--- config.mk ---
export PLATFORM = sky130hd
export DESIGN_NAME = depth_roi_obstacle_detect
export DESIGN_NICKNAME = d
export VERILOG_FILES = /design/src/hdl/drod_pkg.sv /design/src/hdl/drod_front.sv /design/src/hdl/drod_queue.sv /design/src/hdl/drod_back.sv /design/src/hdl/depth_roi_obstacle_detect.sv
export SDC_FILE = /design/constraint.sdc
export NUM_CORES = 1
export LEC_CHECK = 0
export BUFFER_PORTS_ARGS = -buffer_cell sky130_fd_sc_hd__buf_2
export CAP_MARGIN = 20
export CELL_PAD_IN_SITES_DETAIL_PLACEMENT = 1
export CELL_PAD_IN_SITES_GLOBAL_PLACEMENT = 2
export CORE_ASPECT_RATIO = 1.25
export CORE_UTILIZATION = 38
export DETAILED_ROUTE_END_ITERATION = 8
export GPL_ROUTABILITY_DRIVEN = 0
export GPL_TIMING_DRIVEN = 0
export HOLD_SLACK_MARGIN = 0.02
export PLACE_DENSITY_LB_ADDON = 0.1
export SETUP_SLACK_MARGIN = 0.3
export SLEW_MARGIN = 0
export SYNTH_ARGS = -nofsm -noshare
export SYNTH_HDL_FRONTEND = slang
export SYNTH_HIERARCHICAL = 1
export SYNTH_SLANG_ARGS = --single-unit
--- constraint.sdc ---
create_clock -name clk_i -period 4.4 [get_ports clk_i]
set_clock_uncertainty 0.2 [all_clocks]
set_input_delay 0.66 -clock clk_i [delete_from_list [all_inputs] [get_ports clk_i]]
set_output_delay 0.66 -clock clk_i [all_outputs]
set_load 0.02 [all_outputs]
--- src/hdl/drod_pkg.sv ---
package drod_pkg;

  localparam int unsigned MaxWidth  = 1024;
  localparam int unsigned MaxHeight = 1024;
  localparam int unsigned DepthBits = 16;

  localparam int unsigned ColW     = $clog2(MaxWidth);
  localparam int unsigned RowW     = $clog2(MaxHeight);
  localparam int unsigned FwW      = 11;
  localparam int unsigned RoiPosW  = 10;
  localparam int unsigned RoiLenW  = 11;
  localparam int unsigned DepthW   = 16;
  localparam int unsigned HitW     = 21;
  localparam int unsigned SumW     = 37;
  localparam int unsigned QuotW    = 16;
  localparam int unsigned CfgIdxW  = 3;
  localparam int unsigned CfgDataW = 21;

  localparam logic [HitW-1:0] HitMax = {HitW{1'b1}};

  typedef enum logic [CfgIdxW-1:0] {
    RegFrameWidth = 3'd0,
    RegRoiLeft    = 3'd1,
    RegRoiTop     = 3'd2,
    RegRoiWidth   = 3'd3,
    RegRoiHeight  = 3'd4,
    RegNearLimit  = 3'd5,
    RegFarLimit   = 3'd6,
    RegMinHits    = 3'd7
  } reg_idx_e;

  typedef struct packed {
    logic [FwW-1:0]     frame_width;
    logic [RoiPosW-1:0] roi_left;
    logic [RoiPosW-1:0] roi_top;
    logic [RoiLenW-1:0] roi_width;
    logic [RoiLenW-1:0] roi_height;
    logic [DepthW-1:0]  near_limit;
    logic [DepthW-1:0]  far_limit;
    logic [HitW-1:0]    min_hits;
  } cfg_t;

  typedef struct packed {
    logic [HitW-1:0] hits;
    logic [SumW-1:0] sum;
  } frame_t;

  typedef struct packed {
    logic empty;
    logic full;
  } q_status_t;

endpackage

--- src/hdl/drod_front.sv ---
module drod_front (
  input  logic                  clk_i,
  input  logic                  rst_ni,
  input  drod_pkg::cfg_t        cfg_i,
  input  logic                  in_valid_i,
  output logic                  in_stall_o,
  input  logic [15:0]           depth_i,
  input  logic                  last_of_frame_i,
  input  drod_pkg::q_status_t   q_status_i,
  output logic                  push_o,
  output drod_pkg::frame_t      push_data_o
);
  import drod_pkg::*;

  logic [ColW-1:0] col_q, col_d;
  logic [RowW-1:0] row_q, row_d;
  logic [HitW-1:0] hit_q, hit_d;
  logic [SumW-1:0] sum_q, sum_d;

  logic              accept;
  logic [FwW-1:0]    eff_w;
  logic [DepthW-1:0] d_val;
  logic              col_in, row_in, hit;
  logic [RoiLenW:0]  col_end, row_end;

  assign in_stall_o = q_status_i.full;
  assign accept     = in_valid_i & ~in_stall_o;
  assign d_val      = DepthW'(depth_i[DepthBits-1:0]);

  always_comb begin
    eff_w = cfg_i.frame_width;
    if (cfg_i.frame_width == '0) begin
      eff_w = FwW'(1);
    end else if (cfg_i.frame_width > FwW'(MaxWidth)) begin
      eff_w = FwW'(MaxWidth);
    end
  end

  assign col_end = (RoiLenW+1)'(cfg_i.roi_left) + (RoiLenW+1)'(cfg_i.roi_width);
  assign row_end = (RoiLenW+1)'(cfg_i.roi_top) + (RoiLenW+1)'(cfg_i.roi_height);
  assign col_in  = ((RoiLenW+1)'(col_q) >= (RoiLenW+1)'(cfg_i.roi_left)) &&
                   ((RoiLenW+1)'(col_q) < col_end);
  assign row_in  = ((RoiLenW+1)'(row_q) >= (RoiLenW+1)'(cfg_i.roi_top)) &&
                   ((RoiLenW+1)'(row_q) < row_end);
  assign hit     = col_in && row_in && (d_val > cfg_i.near_limit) &&
                   (d_val < cfg_i.far_limit) && (hit_q != HitMax);

  always_comb begin
    hit_d = hit_q;
    sum_d = sum_q;
    col_d = col_q;
    row_d = row_q;
    if (hit) begin
      hit_d = hit_q + HitW'(1);
      sum_d = sum_q + SumW'(d_val);
    end
    push_data_o.hits = hit_d;
    push_data_o.sum  = sum_d;
    if (last_of_frame_i) begin
      hit_d = '0;
      sum_d = '0;
      col_d = '0;
      row_d = '0;
    end else if ((FwW'(col_q) + FwW'(1)) >= eff_w) begin
      col_d = '0;
      if (row_q < RowW'(MaxHeight - 1)) begin
        row_d = row_q + RowW'(1);
      end
    end else begin
      col_d = col_q + ColW'(1);
    end
  end

  assign push_o = accept & last_of_frame_i;

  always_ff @(posedge clk_i or negedge rst_ni) begin
    if (!rst_ni) begin
      col_q <= '0;
      row_q <= '0;
      hit_q <= '0;
      sum_q <= '0;
    end else if (accept) begin
      col_q <= col_d;
      row_q <= row_d;
      hit_q <= hit_d;
      sum_q <= sum_d;
    end
  end

endmodule

--- src/hdl/drod_queue.sv ---
module drod_queue (
  input  logic                 clk_i,
  input  logic                 rst_ni,
  input  logic                 push_i,
  input  drod_pkg::frame_t     push_data_i,
  input  logic                 pop_i,
  output drod_pkg::frame_t     pop_data_o,
  output drod_pkg::q_status_t  status_o
);
  import drod_pkg::*;

  frame_t     mem_q [2];
  logic       wr_ptr_q, rd_ptr_q;
  logic [1:0] count_q;
  logic       do_push, do_pop;

  assign status_o.empty = (count_q == 2'd0);
  assign status_o.full  = (count_q == 2'd2);
  assign do_push        = push_i & ~status_o.full;
  assign do_pop         = pop_i & ~status_o.empty;
  assign pop_data_o     = mem_q[rd_ptr_q];

  always_ff @(posedge clk_i) begin
    if (do_push) begin
      mem_q[wr_ptr_q] <= push_data_i;
    end
  end

  always_ff @(posedge clk_i or negedge rst_ni) begin
    if (!rst_ni) begin
      wr_ptr_q <= 1'b0;
      rd_ptr_q <= 1'b0;
      count_q  <= 2'd0;
    end else begin
      if (do_push) begin
        wr_ptr_q <= ~wr_ptr_q;
      end
      if (do_pop) begin
        rd_ptr_q <= ~rd_ptr_q;
      end
      case ({do_push, do_pop})
        2'b10:   count_q <= count_q + 2'd1;
        2'b01:   count_q <= count_q - 2'd1;
        default: count_q <= count_q;
      endcase
    end
  end

endmodule

--- src/hdl/drod_back.sv ---
module drod_back (
  input  logic                               clk_i,
  input  logic                               rst_ni,
  input  logic [drod_pkg::HitW-1:0]          min_hits_i,
  input  drod_pkg::q_status_t                q_status_i,
  input  drod_pkg::frame_t                   pop_data_i,
  output logic                               pop_o,
  output logic                               out_valid_o,
  input  logic                               out_stall_i,
  output logic                               obstacle_o,
  output logic [15:0]                        average_depth_o,
  output logic [20:0]                        hit_count_o
);
  import drod_pkg::*;

  typedef enum logic [1:0] {
    StIdle,
    StDiv,
    StHold
  } state_e;

  localparam int unsigned CntW = $clog2(QuotW);

  state_e           state_q;
  logic [SumW-1:0]  rem_q;
  logic [SumW-1:0]  dvs_q;
  logic [QuotW-1:0] quot_q;
  logic [CntW-1:0]  cnt_q;
  logic             obst_q;
  logic [HitW-1:0]  hits_q;
  logic             ge;
  logic             obst_new;

  assign pop_o    = (state_q == StIdle) & ~q_status_i.empty;
  assign ge       = rem_q >= dvs_q;
  assign obst_new = pop_data_i.hits > min_hits_i;

  // restoring division, quotient fits QuotW bits since each depth does
  always_ff @(posedge clk_i or negedge rst_ni) begin
    if (!rst_ni) begin
      state_q <= StIdle;
      cnt_q   <= '0;
      obst_q  <= 1'b0;
      hits_q  <= '0;
      quot_q  <= '0;
      rem_q   <= '0;
      dvs_q   <= '0;
    end else begin
      unique case (state_q)
        StIdle: begin
          if (!q_status_i.empty) begin
            hits_q <= pop_data_i.hits;
            obst_q <= obst_new;
            rem_q  <= pop_data_i.sum;
            dvs_q  <= SumW'(pop_data_i.hits) << (QuotW - 1);
            quot_q <= '0;
            cnt_q  <= CntW'(QuotW - 1);
            state_q <= obst_new ? StDiv : StHold;
          end
        end
        StDiv: begin
          if (ge) begin
            rem_q <= rem_q - dvs_q;
          end
          quot_q <= {quot_q[QuotW-2:0], ge};
          dvs_q  <= dvs_q >> 1;
          cnt_q  <= cnt_q - CntW'(1);
          if (cnt_q == '0) begin
            state_q <= StHold;
          end
        end
        StHold: begin
          if (!out_stall_i) begin
            state_q <= StIdle;
          end
        end
        default: state_q <= StIdle;
      endcase
    end
  end

  assign out_valid_o     = (state_q == StHold);
  assign obstacle_o      = obst_q;
  assign average_depth_o = quot_q;
  assign hit_count_o     = hits_q;

endmodule

--- src/hdl/depth_roi_obstacle_detect.sv ---
// Counts depth pixels that fall strictly between near_limit and far_limit inside a
// rectangular window of a raster frame and reports, once per frame ended by the beat marked
// last_of_frame, an obstacle flag (hit count above min_hits), the floor of the mean hit
// depth (zero when no obstacle) and the hit count. Pixels are taken one per clock; the
// per-frame average is computed by a restoring divider in the back end while the next
// frame streams in, and a two-entry frame queue lets up to two finished frames wait for
// it. The input stalls only while that queue is full. Configuration writes must be made
// while the block is idle.
module depth_roi_obstacle_detect (
  input  logic        clk_i,
  input  logic        rst_ni,
  input  logic        cfg_we_i,
  input  logic [2:0]  cfg_idx_i,
  input  logic [20:0] cfg_data_i,
  input  logic        in_valid_i,
  output logic        in_stall_o,
  input  logic [15:0] depth_i,
  input  logic        last_of_frame_i,
  output logic        out_valid_o,
  input  logic        out_stall_i,
  output logic        obstacle_o,
  output logic [15:0] average_depth_o,
  output logic [20:0] hit_count_o
);
  import drod_pkg::*;

  cfg_t      cfg_q;
  q_status_t q_status;
  frame_t    push_data, pop_data;
  logic      push, pop;

  always_ff @(posedge clk_i or negedge rst_ni) begin
    if (!rst_ni) begin
      cfg_q.frame_width <= FwW'(640);
      cfg_q.roi_left    <= RoiPosW'(160);
      cfg_q.roi_top     <= RoiPosW'(160);
      cfg_q.roi_width   <= RoiLenW'(320);
      cfg_q.roi_height  <= RoiLenW'(160);
      cfg_q.near_limit  <= DepthW'(100);
      cfg_q.far_limit   <= DepthW'(1200);
      cfg_q.min_hits    <= HitW'(50);
    end else if (cfg_we_i) begin
      unique case (reg_idx_e'(cfg_idx_i))
        RegFrameWidth: cfg_q.frame_width <= cfg_data_i[FwW-1:0];
        RegRoiLeft:    cfg_q.roi_left    <= cfg_data_i[RoiPosW-1:0];
        RegRoiTop:     cfg_q.roi_top     <= cfg_data_i[RoiPosW-1:0];
        RegRoiWidth:   cfg_q.roi_width   <= cfg_data_i[RoiLenW-1:0];
        RegRoiHeight:  cfg_q.roi_height  <= cfg_data_i[RoiLenW-1:0];
        RegNearLimit:  cfg_q.near_limit  <= cfg_data_i[DepthW-1:0];
        RegFarLimit:   cfg_q.far_limit   <= cfg_data_i[DepthW-1:0];
        RegMinHits:    cfg_q.min_hits    <= cfg_data_i[HitW-1:0];
        default:       cfg_q             <= cfg_q;
      endcase
    end
  end

  drod_front u_front (
    .clk_i,
    .rst_ni,
    .cfg_i           (cfg_q),
    .in_valid_i,
    .in_stall_o,
    .depth_i,
    .last_of_frame_i,
    .q_status_i      (q_status),
    .push_o          (push),
    .push_data_o     (push_data)
  );

  drod_queue u_queue (
    .clk_i,
    .rst_ni,
    .push_i      (push),
    .push_data_i (push_data),
    .pop_i       (pop),
    .pop_data_o  (pop_data),
    .status_o    (q_status)
  );

  drod_back u_back (
    .clk_i,
    .rst_ni,
    .min_hits_i      (cfg_q.min_hits),
    .q_status_i      (q_status),
    .pop_data_i      (pop_data),
    .pop_o           (pop),
    .out_valid_o,
    .out_stall_i,
    .obstacle_o,
    .average_depth_o,
    .hit_count_o
  );

endmodule

==> results.tsv <==
metric	value	unit
ys async rst share	0.724	
DR vias	19099	
Max clock buf depth	3	
routed wire length	79.0	mm
Num CTS Buffers	50	
Area growth syn-to-layout	23.0	%
largest net degree at the start of global routing	109	
dominant cell type by area after synthesis	dfrtp_1	
synthesized area per cell	10.3	µm²
CTS tree	done	
# nets final	2813	
Hold WC Path Type	in2reg	
DIE WIDTH	229	µm
top-count cell post-synth	nand2_1	
Max Clk Rate	226	MHz
Req. time, crit path	4540	ps
Slew @ Worst Pin	1060	ps
status	finished with violations	
unrepaired setup endpoints after global routing	true	
Setup CP Type	reg2reg	
Reg2Reg Depth	21	
global-route wire length before repair	123	mm
final hold vios	0	
pre-CTS setup slack	-771	ps
Starting Density	0.387	
vias in the first global route	20847	
crit end category	register	
drt initial violations	860	
Post-Syn Instances	2378	
period utilization	1.00	
CTS root buffer	clkbuf_16	
initial antenna violation count	3	
syn nets	2606	
clk_lat worst skew	600	ps
CP max FO	7	
Post-Syn Area	0.0246	mm²
Yosys warning count	6	
Initial DRT Pass Iterations	5	
setup violators final	5	
PwrDens	607	mW/mm²
total grt overflow	0	
gr usage total	0.241	
WHS Path Cells	2	
violated checks	setup timing	
share of the synthesized area in the top cell type	0.290	
post-synthesis sequential area ratio	0.453	
number of synthesized register bits	421	
DP HPWL	58.0	mm
Unique masters post-synth	95	
Main synth FF type	dfrtp_1	
diodes inserted	0	
Slew HR	0.290	
Max Slew Vio Count	0	
Worst setup SP type	register	
WP data arrival	4560	ps
top post-synthesis cells by area	dfrtp_1 (29%), edfxtp_1 (14%), ha_1 (9.1%)	
Max Cap Violations	0	
layout cells sized above 1	0.256	
Die ar.	0.0657	mm²
final antenna-violating net count	0	
Post-synth EDFFs	116	
Boundary Pins	86	
clk sinks	421	
CTS H-tree depth	2	
WL/cell	22.8	µm
detail-routed via count per cell	5.51	
Fin Hold WS	88.5	ps
fin crit period	4420	ps
Post-Route Setup TNS	-93.7	ps
chip height	286	µm
Post-synth top cells	nand2_1 (305), dfrtp_1 (285), ha_1 (178)	
DRC Markers	0	
Setup WS post-layout	-20.6	ps
core area	0.0635	mm²
LEAKAGE	0.0134	µW
row count	103	
Port Buffers	80	
Worst-path clk slew	60	ps
Worst VDD drop	0.543	mV
placed cells by master, fill, tap and decap left out, drive strengths merged, types with 62 or more instances in the layout:
master / Yosys / routed
nand2: 307 / 307
buf: 51 / 202
nor2: 109 / 110
inv: 137 / 141
a21oi: 92 / 92
xnor2: 62 / 62
mux2: 169 / 169
edfxtp: 116 / 116
nand3: 89 / 89
dfrtp: 285 / 285
o21ai: 128 / 128
clkbuf: 54 / 122
ha: 178 / 178
power by group:
group          internal [µW]  switching [µW]  total (µW)
clock network           2670            1730        4400
logic                   3270            5230        8500
registers               4910             548        5460
total                  10900            7510       18400
routing by layer:
metal | GRT usage | vias to the layer above | part of all wire
met1 | 0.281 | 9637 | 0.41
met3 | 0.0277 | 131 | 0.025
met4 | 0.104 | 6 | 0.043
li1 | - | 9034 | -
met2 | 0.442 | 291 | 0.52
met5 | 0 | - | 0.00051
critical path: stages (launching register included):
cell       delay [ps]
dfrtp_1           420
ha_4              190
fa_2              340
a21o_1            230
a21boi_2          200
nor2_1             70
nor2_1            110
xor2_1            180
ha_1              260
and4_1            220
o2111ai_2          90
o22ai_2           100
a311o_1           350
nor4_4            160
buf_6             160
buf_6              90
and2_4            130
buf_12            140
buf_12            140
buf_6             110
nand3_4            90
xnor2_2           170
cell families (layout without fill, tap and decap cells):
family	count (synthesis)	after routing	synth area share
compound gates	501	501	0.139
fa+ha+maj	182	182	0.0939
simple gates	746	747	0.150
mux	173	173	0.0806
xor+xnor	109	109	0.0388
buf+inv	246	494	0.0449
flops	421	421	0.453
metrics by stage:
step                cells  power, µW  cell area, µm²  utilization
floorplan            2378      11100           24600            -
global placement     3298      13500           26000        0.410
detailed placement   3303      13700           26200        0.412
CTS                  3440      18400           29400        0.463
global route         3467      19600           30200        0.476
finish               3467      18400           30200        0.476
worst paths after layout:
path / from / end / slack (ps)
worst max-delay path: cfg_q[64]$_DFFE_PN0P_ / u_queue/mem_q[0][43]$_DFFE_PP_ / -20
worst min-delay path: cfg_data_i[18] / cfg_q[18]$_DFFE_PN0P_ / 90
worst max register to register: cfg_q[64]$_DFFE_PN0P_ / u_queue/mem_q[0][43]$_DFFE_PP_ / -20
worst min register to register: u_back/hit_count_o[18]$_DFFE_PN0P_ / u_back/hit_count_o[18]$_DFFE_PN0P_ / 270
max in group asynchronous: rst_ni / cfg_q[54]$_DFFE_PN0P_ / 2170
min in group asynchronous: rst_ni / u_back/dvs_q[4]$_DFFE_PN0P_ / 380
state kept, by name, summed over array words and instances (netlist names), 16 cells and up:
name,cells
u_queue/mem_q,116
cfg_q,106
u_back/rem_q,37
u_back/hit_count_o,21
u_back/dvs_q,36
u_front/hit_q,21
u_front/sum_q,37
u_back/average_depth_o,16
layout make-up:
| class | count | area, µm² |
|---|---|---|
| Buffer | 105 | 727 |
| Clock buffer | 68 | 1380 |
| Clock inverter | 26 | 358 |
| Fill cell | 6885 | 33300 |
| Inverter | 141 | 529 |
| Multi-Input combinational cell | 1712 | 13700 |
| Sequential cell | 421 | 11100 |
| Tap cell | 840 | 1050 |
| Timing Repair Buffer | 154 | 1330 |
repair_timing:
item	in CTS	in global routing
setup endpoints to repair	192	222
endpoints found under the hold margin	55	0
gates resized for setup	211	116
cloned	6	1
setup buffers	36	26
pin swaps	58	71
hold buffers	1	0
(Power assumes the default switching activity.)
